<file path="config.mk">
export PLATFORM = sky130hd
export DESIGN_NAME = arithmetic_expression_tokenizer
export DESIGN_NICKNAME = d
export VERILOG_FILES = /design/src/aet_pkg.sv /design/src/arithmetic_expression_tokenizer.sv
export SDC_FILE = /design/constraint.sdc
export NUM_CORES = 1
export LEC_CHECK = 0
export BUFFER_PORTS_ARGS = -buffer_cell sky130_fd_sc_hd__buf_2
export CORE_UTILIZATION = 40
export CTS_BUF_LIST = sky130_fd_sc_hd__clkbuf_8
export DETAILED_ROUTE_END_ITERATION = 6
export SLEW_MARGIN = 10
export SYNTH_ARGS = -nofsm -noshare
export SYNTH_HDL_FRONTEND = slang
export SYNTH_SLANG_ARGS = --single-unit
</file>
<file path="constraint.sdc">
create_clock -name clk -period 9.5 [get_ports clk]
set_input_delay 0.475 -clock clk [delete_from_list [all_inputs] [get_ports clk]]
set_output_delay 0.475 -clock clk [all_outputs]
set_load 0.03 [all_outputs]
</file>
<file path="src/aet_pkg.sv">
package aet_pkg;

    localparam logic [2:0] KIND_NUMBER = 3'd0;
    localparam logic [2:0] KIND_OPEN   = 3'd1;
    localparam logic [2:0] KIND_CLOSE  = 3'd2;
    localparam logic [2:0] KIND_PLUS   = 3'd3;
    localparam logic [2:0] KIND_MINUS  = 3'd4;
    localparam logic [2:0] KIND_TIMES  = 3'd5;
    localparam logic [2:0] KIND_END    = 3'd6;

    localparam logic [7:0] CHAR_DOT   = 8'h2E;
    localparam logic [7:0] CHAR_OPEN  = 8'h28;
    localparam logic [7:0] CHAR_CLOSE = 8'h29;
    localparam logic [7:0] CHAR_PLUS  = 8'h2B;
    localparam logic [7:0] CHAR_MINUS = 8'h2D;
    localparam logic [7:0] CHAR_TIMES = 8'h2A;

    localparam int QUEUE_DEPTH = 4;
    localparam int QUEUE_AW    = 2;

    typedef struct packed {
        logic [2:0]         kind;
        logic signed [63:0] value;
        logic               last;
    } token_t;

endpackage

</file>
<file path="src/arithmetic_expression_tokenizer.sv">
// path: a character is registered in the input stage (char_reg), its tokens are then
// written into the token queue, and the output shows the oldest token in the queue
// throughput: one character per cycle while each character yields at most one
// token and out_ready stays high; a character that yields two tokens grows the queue
// reset: rst_n asynchronous, active low; expression start armed, no number pending
module arithmetic_expression_tokenizer
    import aet_pkg::*;
#(
    parameter int VALUE_BITS = 64
) (
    input  logic               clk,
    input  logic               rst_n,
    input  logic               in_valid,
    output logic               in_ready,
    input  logic [7:0]         char_code,
    output logic               out_valid,
    input  logic               out_ready,
    output logic [2:0]         token_kind,
    output logic signed [63:0] number_value,
    output logic               last_of_run
);

    localparam int WIDE_BITS = VALUE_BITS + 4;
    localparam logic [WIDE_BITS-1:0] CAP_WIDE = WIDE_BITS'(1) << (VALUE_BITS - 1);
    localparam logic [VALUE_BITS-1:0] POS_MAX = {1'b0, {(VALUE_BITS - 1){1'b1}}};

    // input stage
    logic       stage_valid_reg;
    logic [7:0] char_reg;

    // tokenizer state
    logic                  start_reg, start_next;
    logic                  pending_reg, pending_next;
    logic                  negative_reg, negative_next;
    logic [VALUE_BITS-1:0] mag_reg, mag_next;

    // token queue
    token_t              queue_reg [QUEUE_DEPTH];
    logic [QUEUE_AW-1:0] wr_ptr_reg, rd_ptr_reg;
    logic [QUEUE_AW:0]   count_reg, count_next;

    logic                  advance;
    logic                  pop;
    logic                  flush;
    logic                  emit_op;
    logic [2:0]            op_kind;
    logic [1:0]            n_tokens;
    logic [3:0]            digit;
    logic [WIDE_BITS-1:0]  wide;
    logic [VALUE_BITS-1:0] flush_val;
    logic signed [VALUE_BITS-1:0] flush_signed;
    token_t                num_tok;
    token_t                op_tok;
    token_t                tok0;
    token_t                tok1;

    assign advance  = stage_valid_reg && (count_reg <= (QUEUE_AW + 1)'(QUEUE_DEPTH - 2));
    assign in_ready = !stage_valid_reg || advance;
    assign pop      = out_valid && out_ready;

    assign digit = (char_reg[3:0] > 4'd9) ? 4'd9 : char_reg[3:0];
    assign wide  = (WIDE_BITS'(mag_reg) << 3) + (WIDE_BITS'(mag_reg) << 1)
                 + WIDE_BITS'(digit);

    always_comb
    begin
        if (negative_reg)
        begin
            flush_val = VALUE_BITS'(0) - mag_reg;
        end
        else if (mag_reg[VALUE_BITS-1])
        begin
            flush_val = POS_MAX;
        end
        else
        begin
            flush_val = mag_reg;
        end
    end

    assign flush_signed = signed'(flush_val);

    always_comb
    begin
        flush         = 1'b0;
        emit_op       = 1'b0;
        op_kind       = KIND_END;
        start_next    = start_reg;
        pending_next  = pending_reg;
        negative_next = negative_reg;
        mag_next      = mag_reg;
        case (char_reg) inside
            CHAR_DOT, CHAR_OPEN, CHAR_CLOSE, CHAR_PLUS, CHAR_TIMES:
            begin
                flush         = pending_reg;
                pending_next  = 1'b0;
                negative_next = 1'b0;
                mag_next      = '0;
                start_next    = 1'b0;
                emit_op       = 1'b1;
                case (char_reg)
                    CHAR_DOT:
                    begin
                        op_kind    = KIND_END;
                        start_next = 1'b1;
                    end
                    CHAR_OPEN:
                    begin
                        op_kind    = KIND_OPEN;
                        start_next = 1'b1;
                    end
                    CHAR_CLOSE:
                    begin
                        op_kind = KIND_CLOSE;
                    end
                    CHAR_PLUS:
                    begin
                        op_kind = KIND_PLUS;
                        emit_op = !start_reg;
                    end
                    default:
                    begin
                        op_kind = KIND_TIMES;
                    end
                endcase
            end
            CHAR_MINUS:
            begin
                start_next = 1'b0;
                if (start_reg)
                begin
                    pending_next  = 1'b1;
                    negative_next = 1'b1;
                    mag_next      = '0;
                end
                else
                begin
                    flush         = pending_reg;
                    emit_op       = 1'b1;
                    op_kind       = KIND_MINUS;
                    pending_next  = 1'b0;
                    negative_next = 1'b0;
                    mag_next      = '0;
                end
            end
            default:
            begin
                start_next   = 1'b0;
                pending_next = 1'b1;
                if (wide > CAP_WIDE)
                begin
                    mag_next = CAP_WIDE[VALUE_BITS-1:0];
                end
                else
                begin
                    mag_next = wide[VALUE_BITS-1:0];
                end
            end
        endcase
    end

    always_comb
    begin
        num_tok.kind  = KIND_NUMBER;
        num_tok.value = 64'(flush_signed);
        num_tok.last  = !emit_op;
        op_tok.kind   = op_kind;
        op_tok.value  = '0;
        op_tok.last   = 1'b1;
        tok0          = flush ? num_tok : op_tok;
        tok1          = op_tok;
        n_tokens      = 2'(flush) + 2'(emit_op);
    end

    always_comb
    begin
        count_next = count_reg;
        if (advance)
        begin
            count_next = count_next + (QUEUE_AW + 1)'(n_tokens);
        end
        if (pop)
        begin
            count_next = count_next - (QUEUE_AW + 1)'(1);
        end
    end

    always_ff @(posedge clk or negedge rst_n)
    begin
        if (!rst_n)
        begin
            stage_valid_reg <= 1'b0;
            start_reg       <= 1'b1;
            pending_reg     <= 1'b0;
            negative_reg    <= 1'b0;
            mag_reg         <= '0;
            wr_ptr_reg      <= '0;
            rd_ptr_reg      <= '0;
            count_reg       <= '0;
        end
        else
        begin
            if (in_ready)
            begin
                stage_valid_reg <= in_valid;
            end
            if (advance)
            begin
                start_reg    <= start_next;
                pending_reg  <= pending_next;
                negative_reg <= negative_next;
                mag_reg      <= mag_next;
                wr_ptr_reg   <= wr_ptr_reg + QUEUE_AW'(n_tokens);
            end
            if (pop)
            begin
                rd_ptr_reg <= rd_ptr_reg + QUEUE_AW'(1);
            end
            count_reg <= count_next;
        end
    end

    always_ff @(posedge clk)
    begin
        if (in_valid && in_ready)
        begin
            char_reg <= char_code;
        end
        if (advance && (n_tokens != 2'd0))
        begin
            queue_reg[wr_ptr_reg] <= tok0;
        end
        if (advance && (n_tokens == 2'd2))
        begin
            queue_reg[wr_ptr_reg + QUEUE_AW'(1)] <= tok1;
        end
    end

    assign out_valid    = (count_reg != '0);
    assign token_kind   = queue_reg[rd_ptr_reg].kind;
    assign number_value = queue_reg[rd_ptr_reg].value;
    assign last_of_run  = queue_reg[rd_ptr_reg].last;

endmodule

</file>
==> metrics, run 1 <==
status finished with violations; violated checks design-rule violations; Worst setup SP type flop; Worst Setup Path Type flop to flop; hold buffers post-CTS 10; worst clock skew 0.0176 ns; DRT Wirelength 57300 microns; worst hold path startpoint out_ready; Worst setup EP type flop; P per Cell Area 277 nW/um^2; RSZ-0062 raised after global routing no; worst hold path type input port to flop; largest net degree at the start of global routing 78; Pins Over Slew Limit 0; worst r2r src char_reg[4]; max_slew headroom 24.5%; worst reg2reg path depth 12; layout cells sized above 1 13.6%; Setup WS pre-CTS 4.06 ns; initial DRC count 1122; top-count cell post-synth nand2_1; antenna diode count 0; most used routing layer in global routing met2; nets 2301; hpwl dp 39000 microns; Site Rows 81; CTS root buf clkbuf_8; Mean Syn Cell Area 9.36 sq um; worst skew pair latency 0.67 ns; full die area 50500 sq um; PostCTS Resize Cnt 0; # Post-CTS Setup Buffers 0; CP Max Fanout 55; mux contribution to synthesized area 7.93%; Synth Flop Type dfxtp_1; FF+latch count, synth 355; grt met1 use 30.7%; synthesized-area fraction occupied by adder cells 8.82%; fin crit share 56.3%; total track usage 22.7%; fmax 187 MHz; cells after synthesis 2119; Worst-Margin Slew 1.13 ns; dominant cells by area after synthesis dfxtp_1 26%, dfrtp_1 9.3%, ha_1 8.5%, mux4_2 7.7%, o21ai_0 6.9%; CTS tree done; first-pass GRT wire length 91000 microns; # DRC 5; antenna-violating nets left 0; Worst IR Drop VDD 0.152 mV; sequential fraction of the synthesis area 38.8%; Setup Viol. Count Final 0; Synth Area in XOR/XNOR 5.12%; vias in the first global route 16500; worst r2r dst queue_reg[3][65]; Post-Synth Simple-Gate Area 14.2%; Max Root-Sink Buffers 3; Critical Path AT 5.72 ns; remaining global-route overflow 0; first drt pass iteration count 7; I/O Buffers 81; R2R setup slack 4.15 ns; Ys Warns 0; IO Pins 82; syn nets 2269; vias after detailed routing 16600; cell taking the most area after synthesis dfxtp_1; total CTS buffers 59; core area 49000 sq um; Die W 225 microns; RD Place Congestion 0.903; clk sinks 355; DR WL/cell 20.0 microns; endpoints failing hold 0; max reg flops 272; Die Y 225 microns; initial antenna violation count 0; asr flop ratio synth 21.1%; capture point of the critical path queue_reg[3][65]; Unique masters post-synth 83; routed vias/inst 5.80; P_leak 8.71 nW; synthesized area 19800 sq um; P&R area growth vs syn 11.4%; Final min period 5.35 ns; Initial Util 40.5%; Worst EP required 9.87 ns; largest family of logic cells by synthesized area compound AO/OA/AOI/OAI gates; Synth top cells by count 324 x nand2_1, 274 x o21ai_0, 260 x dfxtp_1, 135 x ha_1, 113 x nor2_1; setup TNS 0 ns; Post-synth EDFFs 20; met3 track demand over resource 3.97%; Setup crit start char_reg[4]; Synth Area in Compound Gates 21.9%; clk slew on worst S/H paths 0.07 ns; min setup slack post-route 4.15 ns; Yosys top cell area share 26.3%; H-Tree Depth 2; met2 Track Usage GR 36.9%; total of max-cap violations 0
-- critical path: stages, from the launching register on --
cell and delay, ns:
edfxtp_1 0.36, nor4b_1 0.63, nand2_1 0.28, a31o_2 0.30
nor2_1 0.13, nand2_1 0.43, inv_2 0.93, ha_1 0.50
nand2b_1 0.20, nand2_1 0.19, nand3_2 0.37, buf_4 0.50
inv_1 0.21
-- layout by cell type, fill, tap and decap left out, drive strengths merged, types with 12 or more instances in the layout --
cell    instances
a21oi         103
a22o          103
buf            95
clkbuf         76
clkinv         12
dfrtp          74
dfxtp         260
edfxtp         20
ha            135
inv            46
mux4           68
nand2         324
nand3          16
nand4          24
nor2          114
nor3           38
nor4           17
o21a           17
o21ai         288
o221ai         51
o31ai          12
xnor2          71
xor2           45
-- worst min-delay path by stage --
stage / endpoint / depth (start not counted)
2_1_floorplan: count_reg[0] / 0
3_3_place_gp: queue_reg[2][44] / 2
3_5_place_dp: queue_reg[1][62] / 2
4_1_cts: rd_ptr_reg[0] / 3
5_1_grt: rd_ptr_reg[0] / 3
6_report: rd_ptr_reg[0] / 3
-- logic make-up after synthesis --
logic type               count (synthesis)
AO/OA/AOI/OAI                          670
XOR/XNOR                               116
adder cells (fa/ha/maj)                138
buffers and inverters                  161
flip-flops                             355
multiplexers                            72
AND/OR/NAND/NOR                        607
-- layout make-up --
type                            count  area [sq um]
Inverter                           27           101
Tap cell                          664           831
Multi-Input combinational cell   1603         11500
Sequential cell                   355          7690
Clock inverter                     35           269
Timing Repair Buffer              105           613
Fill cell                        4711         26900
Clock buffer                       76          1050
-- power breakdown --
| group | switching [mW] | internal (mW) | total, mW |
|---|---|---|---|
| clock | 0.647 | 0.829 | 1.48 |
| sequential | 0.361 | 1.65 | 2.01 |
| combinational | 1.60 | 1.03 | 2.62 |
| total | 2.60 | 3.51 | 6.11 |
-- through the flow --
stage	utilization, %	instance area, sq um	cells	hold WS [ns]	power [mW]
after global routing	45.1	22100	2865	0.281	6.52
after CTS	45.1	22100	2865	0.242	6.12
after floorplan	-	19800	2119	0.179	3.96
after detailed placement	42.2	20700	2744	0.436	4.64
final	45.1	22100	2865	0.287	6.11
after global placement	42.2	20700	2744	0.428	4.61
-- per-layer routing --
metal	vias to the layer above	routed length, microns
met2	459	26700
li1	7937	-
met5	-	0
met1	8146	26200
met4	0	1210
met3	88	3150
Note: power is estimated with default switching activity, not from simulation.
==> run 2: changes to the inputs <==
Clock period 9.5 ns to 5.01 ns, I/O delays scaled along.
==> metrics, run 2 (synthesis results as in run 1) <==
grt met1 use 30.8%; Area after DPL 20800 sq um; first-pass GRT wire length 89300 microns; layout cells sized above 1 13.9%; Final Instance Area 22100 sq um; DRT Wirelength 56100 microns; min setup slack post-route 0.364 ns; met3 track demand over resource 2.52%; CP max-delay cell edfxtp_1; worst skew pair latency 0.68 ns; endpoints failing hold 0; met2 Track Usage GR 36.4%; DR WL/cell 19.5 microns; largest net degree at the start of global routing 63; Setup Viol. Count Final 0; Initial Util 40.5%; most used routing layer in global routing met2; Max Root-Sink Buffers 3; worst hold path type input port to async pin; Pins Over Slew Limit 0; H-Tree Depth 2; P_leak 8.69 nW; Worst IR Drop VDD 0.233 mV; antenna diode count 0; total CTS buffers 58; # DRC 0; Setup WS pre-CTS 0.407 ns; clk sinks 355; Worst Setup Path Type flop to flop; Non-Filler Instances 2874; CTS tree done; I/O Buffers 81; P&R area growth vs syn 11.5%; Final min period 4.65 ns; max reg flops 272; full die area 50500 sq um; Hold Slack 0.0698 ns; CTS root buf clkbuf_8; clk slew on worst S/H paths 0.07 ns; most frequent cells in the layout 319 x nand2_1, 274 x o21ai_0, 260 x dfxtp_1; remaining global-route overflow 0; first drt pass iteration count 5; RD Place Congestion 0.903; commonest non-fill, non-tap cell in the layout nand2_1; Worst EP required 5.60 ns; Die W 225 microns; fin crit share 92.7%; Worst setup EP type flop; routed vias/inst 5.80; post-layout util 45.2%; Cells after DPL 2756; Worst path max stage delay 0.51 ns; P per Cell Area 517 nW/um^2; vias in the first global route 16400; max_slew headroom 39.3%; hpwl dp 39300 microns; Critical Path AT 5.24 ns; RSZ-0062 raised after global routing no; vias after detailed routing 16700; Worst setup SP type flop; setup TNS 0 ns; nets 2313; critical-path cell list nor2b_1 > ha_1 > ha_1 > fa_1 > a211oi_1 > nor3b_1 > o2111a_1 > o31ai_1 > o311ai_1 > a211oi_1 > o221ai_1 > nor4_4 > buf_4 > a32o_1; total of max-cap violations 0; CP Max Fanout 37; initial DRC count 1154; Site Rows 81; status complete, no violations; IO Pins 82; initial antenna violation count 0; Power Total 11.4 mW; core area 49000 sq um; Worst-Margin Slew 0.903 ns; PostCTS Resize Cnt 0; fmax 215 MHz; antenna-violating nets left 0; worst clock skew 0.0299 ns; Die Y 225 microns; fill count 4743; total track usage 22.2%
-- run 2: cell count changes in the layout (fill, tap and decap cells not counted), sizes merged --
cell / before / now
clkinv: 12 / 14
clkbuf: 76 / 70
buf: 95 / 107
inv: 46 / 44
bufinv: 4 / 3
clkinvlp: 0 / 3
dlygate4sd3: 10 / 11
-- run 2: what timing repair did --
item	in CTS	in global routing
hold buffers	11	0
setup buffers	0	0
hold endpoints to repair	40	0
-- run 2: final timing paths --
kind | to | slack, ns | startpoint | depth (start not counted)
setup reg to reg | mag_reg[32] | 0.36 | char_reg[2] | 14
min in group clk | char_reg[5] | 0.30 | char_code[5] | 2
hold / removal | mag_reg[48] | 0.07 | rst_n | 2
setup / recovery | mag_reg[32] | 0.36 | char_reg[2] | 14
max in group asynchronous | rd_ptr_reg[1] | 3.89 | rst_n | 3
hold reg to reg | queue_reg[3][47] | 0.44 | queue_reg[3][47] | 2
-- run 2: layout make-up --
cell class / instances / area (sq um) / share of cell area, %
timing repair buffer: 118 / 751 / 3.39
clock buffer: 70 / 963 / 4.36
clock inverter: 37 / 262 / 1.18
inverter: 27 / 101 / 0.458
multi-input combinational: 1603 / 11500 / 52.1
sequential: 355 / 7690 / 34.8
tap: 664 / 831 / 3.76
-- run 2: metal layers --
metal | share of wire, % | up-vias
met5 | 0 | -
met4 | 1.9 | 0
met3 | 4.5 | 80
met2 | 47 | 412
met1 | 46 | 8235
li1 | - | 7941
-- run 2: power by group --
group	internal (mW)	switching [mW]	total, mW
combinational	1.96	3.02	4.98
sequential	3.13	0.680	3.81
clock	1.43	1.21	2.64
total	6.52	4.90	11.4
-- run 2: worst max-delay path: cells and delay by family (launching register included) --
kind / cells / cell delay [ns]
adder cells (fa/ha/maj): 3 / 0.91
flip-flops: 1 / 0.51
buffers and inverters: 1 / 0.40
AND/OR/NAND/NOR: 3 / 0.60
AO/OA/AOI/OAI: 7 / 2.10
==> run 3: changes to the inputs <==
Settings changed: BUFFER_PORTS_ARGS -buffer_cell sky130_fd_sc_hd__buf_2 to not set, DONT_BUFFER_PORTS set to 1.
==> metrics, run 3 (synthesis results as in run 1) <==
antenna diode count 0; Worst-Margin Slew 0.957 ns; first drt pass iteration count 5; status complete, no violations; total of max-cap violations 0; routed vias/inst 5.89; Worst path max stage delay 0.54 ns; post-layout util 44.3%; Max Root-Sink Buffers 3; P per Cell Area 519 nW/um^2; Die W 225 microns; P&R area growth vs syn 9.43%; full die area 50500 sq um; total track usage 22.1%; Final Instance Area 21700 sq um; critical-path cell list nor2b_1 > ha_1 > ha_1 > fa_1 > a211oi_1 > nor3b_1 > o2111a_1 > o31ai_1 > o311ai_1 > a211oi_1 > o221ai_1 > nor4_4 > buf_4 > a32o_1; I/O Buffers 0; worst clock skew 0.0366 ns; Setup Viol. Count Final 0; fin crit share 92.6%; layout cells sized above 1 10.6%; hpwl dp 39300 microns; nets 2238; Worst setup SP type flop; CTS root buf clkbuf_8; RSZ-0062 raised after global routing no; clk sinks 355; hold buffers post-CTS 12; # DRC 0; Initial Util 40.5%; # Post-CTS Setup Buffers 0; H-Tree Depth 2; Worst Setup Path Type flop to flop; worst skew pair latency 0.65 ns; DR WL/cell 20.0 microns; most frequent cells in the layout 319 x nand2_1, 274 x o21ai_0, 260 x dfxtp_1; Worst setup EP type flop; CP Buf/Inv Count 1; core area 49000 sq um; vias after detailed routing 16400; max_slew headroom 36.2%; endpoints failing hold 0; Critical Path AT 5.20 ns; Pins Over Slew Limit 0; Site Rows 81; commonest non-fill, non-tap cell in the layout nand2_1; initial DRC count 1130; RD Place Congestion 0.902; crit-path leading delay family compound AO/OA/AOI/OAI gates; fmax 216 MHz; Worst IR Drop VDD 0.246 mV; CTS tree done; remaining global-route overflow 0; antenna-violating nets left 0; clk slew on worst S/H paths 0.07 ns; Final min period 4.64 ns; Worst EP required 5.57 ns; DRT Wirelength 55700 microns; IO Pins 82; Area after DPL 20400 sq um; worst hold path type input port to flop; vias in the first global route 16100; PostCTS Resize Cnt 0; first-pass GRT wire length 89200 microns; fill count 4746; Die Y 225 microns; initial antenna violation count 0; total CTS buffers 58; setup TNS 0 ns; P_leak 8.28 nW; CP max-delay cell a211oi_1; max reg flops 272; largest net degree at the start of global routing 76; CP Max Fanout 35
run 3: cell type report:
class | count | area [sq um] | area share, %
Clock buffer | 69 | 950 | 4.38
Timing Repair Buffer | 43 | 420 | 1.94
Sequential cell | 355 | 7690 | 35.4
Multi-Input combinational cell | 1603 | 11500 | 53.1
Clock inverter | 30 | 188 | 0.865
Tap cell | 664 | 831 | 3.83
Inverter | 27 | 101 | 0.467
run 3: path summary, 6_finish.rpt:
check                      cells past startpoint                to  slack [ns]             start
min in group asynchronous                      2       mag_reg[42]        0.18             rst_n
min                                            1       char_reg[2]        0.15          in_valid
max                                           14       mag_reg[32]        0.37       char_reg[2]
max reg2reg                                   14       mag_reg[32]        0.37       char_reg[2]
max in group asynchronous                      2     rd_ptr_reg[1]        4.43             rst_n
min reg2reg                                    2  queue_reg[2][59]        0.45  queue_reg[2][59]
run 3: where the power goes:
group | internal, mW | switching (mW) | total [mW]
clock network | 1.35 | 1.16 | 2.50
registers | 3.13 | 0.703 | 3.83
logic | 1.95 | 2.98 | 4.93
total | 6.42 | 4.84 | 11.3
run 3: stage by stage:
| step | instances | worst slack [ns] | hold WS (ns) | total power [mW] |
|---|---|---|---|---|
| 2_1_floorplan | 2119 | 1.05 | -0.0451 | 7.51 |
| 3_3_place_gp | 2680 | 0.538 | -0.0360 | 8.69 |
| 3_5_place_dp | 2680 | 0.436 | -0.0362 | 8.77 |
| 4_1_cts | 2791 | 0.374 | 0.114 | 11.3 |
| 5_1_grt | 2791 | 0.0755 | 0.150 | 12.0 |
| 6_report | 2791 | 0.372 | 0.147 | 11.3 |
run 3: per-layer routing:
metal,GRT usage (%),part of all wire (%)
met2,36.6,48
met3,3.51,5.5
met1,29.9,45
met5,0,0
met4,5.92,1.7
